`src/hdl/nsd_pkg.sv`:
```
// ----------------------------------------------------------------------------
// nsd_pkg
// Shared types and constants for the nearest segment distance block.
// ----------------------------------------------------------------------------
package nsd_pkg;

   localparam int MAX_SEGMENTS_DEF = 16;

   localparam int COORD_W = 16;
   localparam int DIFF_W  = 17;            // difference of two Q8.8 coordinates
   localparam int OPR_W   = 19;            // shared multiplier operand width
   localparam int PROD_W  = 2 * OPR_W;     // shared multiplier product width
   localparam int ACC_W   = PROD_W + 1;    // sum of two products
   localparam int RAD_W   = 37;            // squared distance radicand
   localparam int T_W     = 17;            // Q1.16 projection parameter
   localparam int DIST_W  = 17;            // Q9.8 distance

   localparam logic [DIST_W-1:0] DIST_MAX       = 17'd92682;
   localparam logic [ACC_W-1:0]  ZERO_LEN_LIMIT = 39'd66;
   localparam logic [T_W-1:0]    T_ONE          = 17'h10000;
   localparam logic [RAD_W-1:0]  SQRT_BIT_INIT  = 37'h10_0000_0000;

   typedef enum logic [1:0] {
      KIND_APPEND = 2'd0,
      KIND_REMOVE = 2'd1,
      KIND_QUERY  = 2'd2,
      KIND_NONE   = 2'd3
   } kind_type;

   typedef enum logic [3:0] {
      ST_IDLE,
      ST_READ,
      ST_DIFF,
      ST_LEN_X,
      ST_LEN_Y,
      ST_DOT_X,
      ST_DOT_Y,
      ST_DECIDE,
      ST_DIV,
      ST_PROJ_X,
      ST_PROJ_Y,
      ST_RAD_X,
      ST_RAD_Y,
      ST_SQRT,
      ST_MIN,
      ST_DONE
   } state_type;

endpackage

```
`src/hdl/nearest_segment_distance_top.sv`:
```
// ----------------------------------------------------------------------------
// nearest_segment_distance_top
// Segment table with a serial point-to-segment minimum distance search.
// ----------------------------------------------------------------------------
// Append and remove words finish in the cycle they are accepted; req_ready
// stays high for the next word. A query walks the stored segments one at a
// time through a single shared 19x19 multiplier, a one-bit-per-cycle
// restoring divider and a two-bit-per-cycle square root. Each segment takes
// a table read, setup, multiplies and compares, a divide (skipped when t
// clamps or the segment is degenerate) and the root iteration; the divider
// and the root iteration bound the query time. While a query runs
// req_ready is low. The result sits in an output register, so the next
// word can be taken while it waits on rsp_ready. An empty table answers
// with the saturated maximum and rsp_table_empty set. Segment storage is a
// small register-file memory with a registered read port; entries hold
// nothing meaningful until appended, and none is cleared.
// ----------------------------------------------------------------------------
module nearest_segment_distance_top
   import nsd_pkg::*;
#(
   parameter int MAX_SEGMENTS = MAX_SEGMENTS_DEF
) (
   input  logic                      clock,
   input  logic                      reset,
   input  logic                      req_valid,
   output logic                      req_ready,
   input  logic [1:0]                req_kind,
   input  logic signed [COORD_W-1:0] req_first_x,
   input  logic signed [COORD_W-1:0] req_first_y,
   input  logic signed [COORD_W-1:0] req_second_x,
   input  logic signed [COORD_W-1:0] req_second_y,
   output logic                      rsp_valid,
   input  logic                      rsp_ready,
   output logic [DIST_W-1:0]         rsp_min_distance,
   output logic                      rsp_table_empty
);

   localparam int CNT_W = $clog2(MAX_SEGMENTS + 1);
   localparam int IDX_W = (MAX_SEGMENTS > 1) ? $clog2(MAX_SEGMENTS) : 1;
   localparam logic [CNT_W-1:0] CNT_FULL = CNT_W'(MAX_SEGMENTS);

   // segment memory, registered read
   logic signed [COORD_W-1:0] mem_sx [MAX_SEGMENTS];
   logic signed [COORD_W-1:0] mem_sy [MAX_SEGMENTS];
   logic signed [COORD_W-1:0] mem_ex [MAX_SEGMENTS];
   logic signed [COORD_W-1:0] mem_ey [MAX_SEGMENTS];
   logic signed [COORD_W-1:0] rd_sx_ff, rd_sy_ff, rd_ex_ff, rd_ey_ff;

   state_type state_ff, state_in;

   logic [CNT_W-1:0] count_ff, count_in;
   logic [CNT_W-1:0] idx_ff, idx_in;

   logic signed [COORD_W-1:0] px_ff, px_in, py_ff, py_in;
   logic signed [DIFF_W-1:0]  dx_ff, dx_in, dy_ff, dy_in, rx_ff, rx_in, ry_ff, ry_in;
   logic signed [ACC_W-1:0]   acc_ff, acc_in;
   logic signed [ACC_W-1:0]   sq_ff, sq_in;
   logic signed [ACC_W-1:0]   dot_ff, dot_in;
   logic signed [ACC_W-1:0]   rem_ff, rem_in;
   logic [3:0]                dcnt_ff, dcnt_in;
   logic [T_W-1:0]            t_ff, t_in;
   logic signed [OPR_W-1:0]   qx_ff, qx_in, qy_ff, qy_in;
   logic [RAD_W-1:0]          rad_ff, rad_in, root_ff, root_in, bit_ff, bit_in;
   logic [DIST_W-1:0]         best_ff, best_in;
   logic                      empty_ff, empty_in;

   logic              rsp_valid_ff, rsp_valid_in;
   logic [DIST_W-1:0] rsp_dist_ff, rsp_dist_in;
   logic              rsp_empty_ff, rsp_empty_in;

   // shared multiplier
   logic signed [OPR_W-1:0]  mul_a, mul_b;
   logic signed [PROD_W-1:0] mul_p;
   logic signed [ACC_W-1:0]  mul_pe;

   logic                    req_fire;
   logic                    out_free;
   logic                    last_seg;
   logic signed [ACC_W-1:0] rem_dbl;
   logic                    div_bit;
   logic [RAD_W-1:0]        root_try;
   logic                    sqrt_take;
   logic [RAD_W-1:0]        dist_full;
   logic [DIST_W-1:0]       dist_clamp;

   assign req_ready = (state_ff == ST_IDLE);
   assign req_fire  = req_valid && req_ready;
   assign out_free  = !rsp_valid_ff || rsp_ready;
   assign last_seg  = ((idx_ff + CNT_W'(1)) == count_ff);

   assign rsp_valid        = rsp_valid_ff;
   assign rsp_min_distance = rsp_dist_ff;
   assign rsp_table_empty  = rsp_empty_ff;

   // operand select for the shared multiplier
   always_comb begin
      mul_a = '0;
      mul_b = '0;
      case (state_ff)
         ST_LEN_X: begin
            mul_a = OPR_W'(dx_ff);
            mul_b = OPR_W'(dx_ff);
         end
         ST_LEN_Y: begin
            mul_a = OPR_W'(dy_ff);
            mul_b = OPR_W'(dy_ff);
         end
         ST_DOT_X: begin
            mul_a = OPR_W'(rx_ff);
            mul_b = OPR_W'(dx_ff);
         end
         ST_DOT_Y: begin
            mul_a = OPR_W'(ry_ff);
            mul_b = OPR_W'(dy_ff);
         end
         ST_PROJ_X: begin
            mul_a = $signed({2'b00, t_ff});
            mul_b = OPR_W'(dx_ff);
         end
         ST_PROJ_Y: begin
            mul_a = $signed({2'b00, t_ff});
            mul_b = OPR_W'(dy_ff);
         end
         ST_RAD_X: begin
            mul_a = qx_ff;
            mul_b = qx_ff;
         end
         ST_RAD_Y: begin
            mul_a = qy_ff;
            mul_b = qy_ff;
         end
         default: begin
            mul_a = '0;
            mul_b = '0;
         end
      endcase
   end

   assign mul_p  = mul_a * mul_b;
   assign mul_pe = ACC_W'(mul_p);

   // restoring divider step: one quotient bit per cycle
   assign rem_dbl = rem_ff <<< 1;
   assign div_bit = (rem_dbl >= sq_ff);

   // square root step: two radicand bits per cycle
   assign root_try  = root_ff + bit_ff;
   assign sqrt_take = (rad_ff >= root_try);

   assign dist_full  = root_ff;
   assign dist_clamp = (dist_full > RAD_W'(DIST_MAX)) ? DIST_MAX : dist_full[DIST_W-1:0];

   // next state
   always_comb begin
      state_in = state_ff;
      unique case (state_ff)
         ST_IDLE: begin
            if (req_fire && (req_kind == KIND_QUERY)) begin
               state_in = (count_ff == '0) ? ST_DONE : ST_READ;
            end
         end
         ST_READ:   state_in = ST_DIFF;
         ST_DIFF:   state_in = ST_LEN_X;
         ST_LEN_X:  state_in = ST_LEN_Y;
         ST_LEN_Y:  state_in = ST_DOT_X;
         ST_DOT_X:  state_in = ST_DOT_Y;
         ST_DOT_Y:  state_in = ST_DECIDE;
         ST_DECIDE: begin
            if (sq_ff < ZERO_LEN_LIMIT) begin
               state_in = ST_RAD_X;
            end else if ((dot_ff <= 0) || (dot_ff >= sq_ff)) begin
               state_in = ST_PROJ_X;
            end else begin
               state_in = ST_DIV;
            end
         end
         ST_DIV: begin
            if (dcnt_ff == 4'd15) begin
               state_in = ST_PROJ_X;
            end
         end
         ST_PROJ_X: state_in = ST_PROJ_Y;
         ST_PROJ_Y: state_in = ST_RAD_X;
         ST_RAD_X:  state_in = ST_RAD_Y;
         ST_RAD_Y:  state_in = ST_SQRT;
         ST_SQRT: begin
            if (bit_ff[0]) begin
               state_in = ST_MIN;
            end
         end
         ST_MIN: begin
            state_in = last_seg ? ST_DONE : ST_READ;
         end
         ST_DONE: begin
            if (out_free) begin
               state_in = ST_IDLE;
            end
         end
         default: state_in = ST_IDLE;
      endcase
   end

   // datapath next values
   always_comb begin
      count_in     = count_ff;
      idx_in       = idx_ff;
      px_in        = px_ff;
      py_in        = py_ff;
      dx_in        = dx_ff;
      dy_in        = dy_ff;
      rx_in        = rx_ff;
      ry_in        = ry_ff;
      acc_in       = acc_ff;
      sq_in        = sq_ff;
      dot_in       = dot_ff;
      rem_in       = rem_ff;
      dcnt_in      = dcnt_ff;
      t_in         = t_ff;
      qx_in        = qx_ff;
      qy_in        = qy_ff;
      rad_in       = rad_ff;
      root_in      = root_ff;
      bit_in       = bit_ff;
      best_in      = best_ff;
      empty_in     = empty_ff;
      rsp_valid_in = rsp_valid_ff && !rsp_ready;
      rsp_dist_in  = rsp_dist_ff;
      rsp_empty_in = rsp_empty_ff;

      case (state_ff)
         ST_IDLE: begin
            if (req_fire) begin
               case (req_kind)
                  KIND_APPEND: begin
                     if (count_ff < CNT_FULL) begin
                        count_in = count_ff + CNT_W'(1);
                     end
                  end
                  KIND_REMOVE: begin
                     if (count_ff != '0) begin
                        count_in = count_ff - CNT_W'(1);
                     end
                  end
                  KIND_QUERY: begin
                     px_in    = req_first_x;
                     py_in    = req_first_y;
                     idx_in   = '0;
                     best_in  = DIST_MAX;
                     empty_in = (count_ff == '0);
                  end
                  default: begin
                     count_in = count_ff;
                  end
               endcase
            end
         end
         ST_DIFF: begin
            dx_in = DIFF_W'(rd_ex_ff) - DIFF_W'(rd_sx_ff);
            dy_in = DIFF_W'(rd_ey_ff) - DIFF_W'(rd_sy_ff);
            rx_in = DIFF_W'(px_ff) - DIFF_W'(rd_sx_ff);
            ry_in = DIFF_W'(py_ff) - DIFF_W'(rd_sy_ff);
         end
         ST_LEN_X: acc_in = mul_pe;
         ST_LEN_Y: sq_in  = acc_ff + mul_pe;
         ST_DOT_X: acc_in = mul_pe;
         ST_DOT_Y: dot_in = acc_ff + mul_pe;
         ST_DECIDE: begin
            qx_in   = OPR_W'(rx_ff);
            qy_in   = OPR_W'(ry_ff);
            rem_in  = dot_ff;
            dcnt_in = '0;
            if (dot_ff <= 0) begin
               t_in = '0;
            end else if (dot_ff >= sq_ff) begin
               t_in = T_ONE;
            end else begin
               t_in = '0;
            end
         end
         ST_DIV: begin
            rem_in  = div_bit ? (rem_dbl - sq_ff) : rem_dbl;
            t_in    = {t_ff[T_W-2:0], div_bit};
            dcnt_in = dcnt_ff + 4'd1;
         end
         ST_PROJ_X: begin
            // floor of t*dx in Q8.8 by arithmetic shift
            qx_in = OPR_W'(rx_ff) - OPR_W'(mul_p >>> 16);
         end
         ST_PROJ_Y: begin
            qy_in = OPR_W'(ry_ff) - OPR_W'(mul_p >>> 16);
         end
         ST_RAD_X: acc_in = mul_pe;
         ST_RAD_Y: begin
            rad_in  = RAD_W'(acc_ff + mul_pe);
            root_in = '0;
            bit_in  = SQRT_BIT_INIT;
         end
         ST_SQRT: begin
            if (sqrt_take) begin
               rad_in  = rad_ff - root_try;
               root_in = (root_ff >> 1) + bit_ff;
            end else begin
               root_in = root_ff >> 1;
            end
            bit_in = bit_ff >> 2;
         end
         ST_MIN: begin
            if (dist_clamp < best_ff) begin
               best_in = dist_clamp;
            end
            idx_in = idx_ff + CNT_W'(1);
         end
         ST_DONE: begin
            if (out_free) begin
               rsp_valid_in = 1'b1;
               rsp_dist_in  = best_ff;
               rsp_empty_in = empty_ff;
            end
         end
         default: begin
            idx_in = idx_ff;
         end
      endcase
   end

   // segment memory
   always_ff @(posedge clock) begin
      if (req_fire && (req_kind == KIND_APPEND) && (count_ff < CNT_FULL)) begin
         mem_sx[count_ff[IDX_W-1:0]] <= req_first_x;
         mem_sy[count_ff[IDX_W-1:0]] <= req_first_y;
         mem_ex[count_ff[IDX_W-1:0]] <= req_second_x;
         mem_ey[count_ff[IDX_W-1:0]] <= req_second_y;
      end
      rd_sx_ff <= mem_sx[idx_ff[IDX_W-1:0]];
      rd_sy_ff <= mem_sy[idx_ff[IDX_W-1:0]];
      rd_ex_ff <= mem_ex[idx_ff[IDX_W-1:0]];
      rd_ey_ff <= mem_ey[idx_ff[IDX_W-1:0]];
   end

   // control
   always_ff @(posedge clock) begin
      if (reset) begin
         state_ff     <= ST_IDLE;
         count_ff     <= '0;
         idx_ff       <= '0;
         dcnt_ff      <= '0;
         rsp_valid_ff <= 1'b0;
      end else begin
         state_ff     <= state_in;
         count_ff     <= count_in;
         idx_ff       <= idx_in;
         dcnt_ff      <= dcnt_in;
         rsp_valid_ff <= rsp_valid_in;
      end
   end

   // payload
   always_ff @(posedge clock) begin
      px_ff        <= px_in;
      py_ff        <= py_in;
      dx_ff        <= dx_in;
      dy_ff        <= dy_in;
      rx_ff        <= rx_in;
      ry_ff        <= ry_in;
      acc_ff       <= acc_in;
      sq_ff        <= sq_in;
      dot_ff       <= dot_in;
      rem_ff       <= rem_in;
      t_ff         <= t_in;
      qx_ff        <= qx_in;
      qy_ff        <= qy_in;
      rad_ff       <= rad_in;
      root_ff      <= root_in;
      bit_ff       <= bit_in;
      best_ff      <= best_in;
      empty_ff     <= empty_in;
      rsp_dist_ff  <= rsp_dist_in;
      rsp_empty_ff <= rsp_empty_in;
   end

endmodule

```
`config.mk`:
```
export PLATFORM = sky130hd
export DESIGN_NAME = nearest_segment_distance_top
export DESIGN_NICKNAME = d
export VERILOG_FILES = /design/src/hdl/nsd_pkg.sv /design/src/hdl/nearest_segment_distance_top.sv
export SDC_FILE = /design/constraint.sdc
export NUM_CORES = 2
export LEC_CHECK = 0
export BUFFER_PORTS_ARGS = -buffer_cell sky130_fd_sc_hd__buf_2
export CAP_MARGIN = 20
export CORE_ASPECT_RATIO = 1.5
export CORE_UTILIZATION = 40
export CTS_CLUSTER_DIAMETER = 50
export DETAILED_ROUTE_END_ITERATION = 10
export SYNTH_ARGS = -nofsm -noshare
export SYNTH_HDL_FRONTEND = slang
export SYNTH_SLANG_ARGS = --single-unit
```
`constraint.sdc`:
```
create_clock -name clock -period 14.7 [get_ports clock]
set_clock_uncertainty 0.2 [all_clocks]
set_input_delay 1.47 -clock clock [delete_from_list [all_inputs] [get_ports clock]]
set_output_delay 1.47 -clock clock [all_outputs]
set_load 0.02 [all_outputs]
```
==> results_dict.tcl <==
set metrics [dict create \
    clk_pin_slew_ps 60 \
    ant_nets 0 \
    ys_ff_latch 1545 \
    synthArstFlopShare 0 \
    syn_nets 7138 \
    yosysWarnings 0 \
    max_freq_mhz 79.4 \
    stdcell_count 9302 \
    ctsResizeCount 0 \
    root_buffer "clkbuf_16" \
    fp-row-count 206 \
    critPathKind "register to register" \
    layout_setup_ws_ps 2100 \
    outcome "completed" \
    crit_path_end_kind "register" \
    grt_pass1_vias 54000 \
    yosysSeqAreaShare 0.537 \
    dp.cells 9017 \
    cp_max_fo 28 \
    drive_gt1_frac 0.132 \
    grt_antenna_before_repair 28 \
    utilization 0.447 \
    place_ws_ps 2250 \
    hold_viol_final 0 \
    holdBufCountCts 0 \
    yosysTopAreaCellShare 0.518 \
    vias_per_cell 5.56 \
    layout-area-overhead-vs-synth_pct 10.8 \
    portBuffers 89 \
    fin_crit_ps 12600 \
    setup_viol 0 \
    h-tree-depth 4 \
    finalCritPeriodShare 0.857 \
    grt_overflow_total 0 \
    syn_area_sq_um 84800 \
    met1Wirelength_microns 85600 \
    cts_buffers 158 \
    syn_avg_cell_area_sq_um 13.5 \
    cts_tree "done" \
    die_h_microns 566 \
    synthesis.instances 6264 \
    synth_flop_cell "edfxtp_1" \
    grt_max_degree 102 \
    finalNetCount 7244 \
    maxCapViolCount 0 \
    wire_per_inst_microns 25.5 \
    slowest_stage "dfxtp_1" \
    wl_met3_microns 11700 \
    die-area_sq_um 214000 \
    clock_tree.buffer_depth 4 \
    arrival_ps 12950 \
    grt_first_pass_wirelength_microns 350000 \
    slew_violations 0 \
    core-area_sq_um 210000 \
    hp-class "register to register" \
    drc 0 \
    route.met2.wl_microns 125000 \
    postCtsSetupRepairBufs 0 \
    synth_area_leaders "edfxtp_1, fa_1, mux4_2, ha_1, inv_1" \
    path_common_cell "fa_1" \
    vias 51700 \
    worstSkewPairLatency_ps 820 \
    grt_setup_unrepaired "false" \
    yosysUniqueCellTypes 98 \
    initial_core_util 0.403 \
    drt_wl_total_microns 237000 \
    grt_use_total 0.222 \
    highest_layer "met5" \
    synth_edf_count 1462 \
    worst_slew_pin_slew_ps 1080 \
    gp_congestion 0.984 \
    drtIter0Drc 3804 \
    slew_headroom 0.280 \
    start_kind "register" \
    dr.pass1.iters 7 \
    cpPeakStageDelay_ps 690 \
    die_w_microns 378 \
    cts.sinks 1545 \
    setup_tns_ps 0 \
    worstPathRequired_ps 15050 \
    io_pins 90 \
    yosysTopAreaCell "edfxtp_1" \
    hpwl_microns 165000 \
]
-- state kept, by name, summed over array words and instances, names as in the netlist, 37 cells and up --
| signal | count |
|---|---|
| mem_ex | 256 |
| mem_ey | 256 |
| mem_sx | 256 |
| mem_sy | 256 |
| dot_ff | 39 |
| sq_ff | 39 |
| acc_ff | 38 |
| rem_ff | 38 |
| dist_full | 37 |
| rad_ff | 37 |
-- placed cells by master (no fill, tap or decap), types with 36 or more instances in the layout --
cell,synthesis,final
a211oi_1,42,40
a21o_1,101,101
a21oi_1,291,290
and3_1,68,68
buf_2,19,89
buf_4,3,95
clkbuf_16,0,159
dfxtp_1,83,79
edfxtp_1,1462,1462
fa_1,379,379
ha_1,425,425
inv_1,627,624
mux4_2,320,320
nand2_1,491,491
nand2b_1,42,42
nand3_1,75,75
nand4_1,55,55
nor2_1,447,427
nor2b_1,58,57
nor3_1,63,57
nor4_1,39,38
o21ai_0,180,179
o21bai_1,36,36
xnor2_1,183,183
xor2_1,100,100
-- path summary, 6_finish.rpt --
path	start	end	slack (ps)	cells after the start
max	state_ff[0]$_SDFFE_PP0P_	qx_ff[18]$_DFFE_PP_	2100	38
min	empty_ff$_DFFE_PP_	rsp_table_empty$_DFFE_PP_	220	0
max reg2reg	state_ff[0]$_SDFFE_PP0P_	qx_ff[18]$_DFFE_PP_	2100	38
min reg2reg	empty_ff$_DFFE_PP_	rsp_table_empty$_DFFE_PP_	220	0
-- cells in the mapped netlist (58+ instances only) --
library cell and number:
a21o_1 101, a21oi_1 291, and3_1 68, clkbuf_1 182, dfxtp_1 83, edfxtp_1 1462
fa_1 379, ha_1 425, inv_1 627, mux4_2 320, nand2_1 491, nand3_1 75
nor2_1 447, nor2b_1 58, nor3_1 63, o21ai_0 180, xnor2_1 183, xor2_1 100
-- layout make-up --
| class | count | area (sq um) |
|---|---|---|
| fillers | 19000 | 116000 |
| inverters | 629 | 2360 |
| well taps | 2808 | 3510 |
| flip-flops and latches | 1545 | 45600 |
| repair buffers | 186 | 1190 |
| clock inverters | 78 | 918 |
| multi-input cells | 3850 | 36200 |
| diodes | 4 | 10.0 |
| clock buffers | 202 | 4250 |
-- metrics by stage --
stage	hold slack (ps)	cell area, sq um
after detailed placement	210	88800
after global routing	230	94000
final	224	94000
after global placement	207	88800
after CTS	225	94000
after floorplan	200	84800
-- layer usage --
layer / global-route usage / vias up
li1: - / 23200
met1: 0.249 / 26400
met2: 0.402 / 1568
met3: 0.0304 / 543
met4: 0.121 / 28
met5: 0 / -
-- cells by family (layout without fill, tap and decap cells) --
kind of cell | after synthesis | count (layout) | synth area share
muxes | 335 | 335 | 0.0869
adders and majority gates | 808 | 808 | 0.153
other | 0 | 4 | 0
xor gates and xnor gates | 284 | 284 | 0.0295
buffers and inverters | 869 | 1095 | 0.0389
DFF | 1545 | 1545 | 0.537
AOI/OAI and AO/OA | 978 | 978 | 0.0767
and+or+nand+nor | 1445 | 1445 | 0.0783
-- worst max-delay path: cells and delay by family, from the launching register on --
family                   cells  cell delay (ps)
buffers and inverters        5              590
flip-flops                   1              690
adder cells (fa/ha/maj)      9             4120
AO/OA/AOI/OAI               13             4140
XOR/XNOR                     2              690
AND/OR/NAND/NOR              9             1890
Power is not shown: default switching activity piles up to over one toggle a cycle in this logic, so the estimate is an artifact.
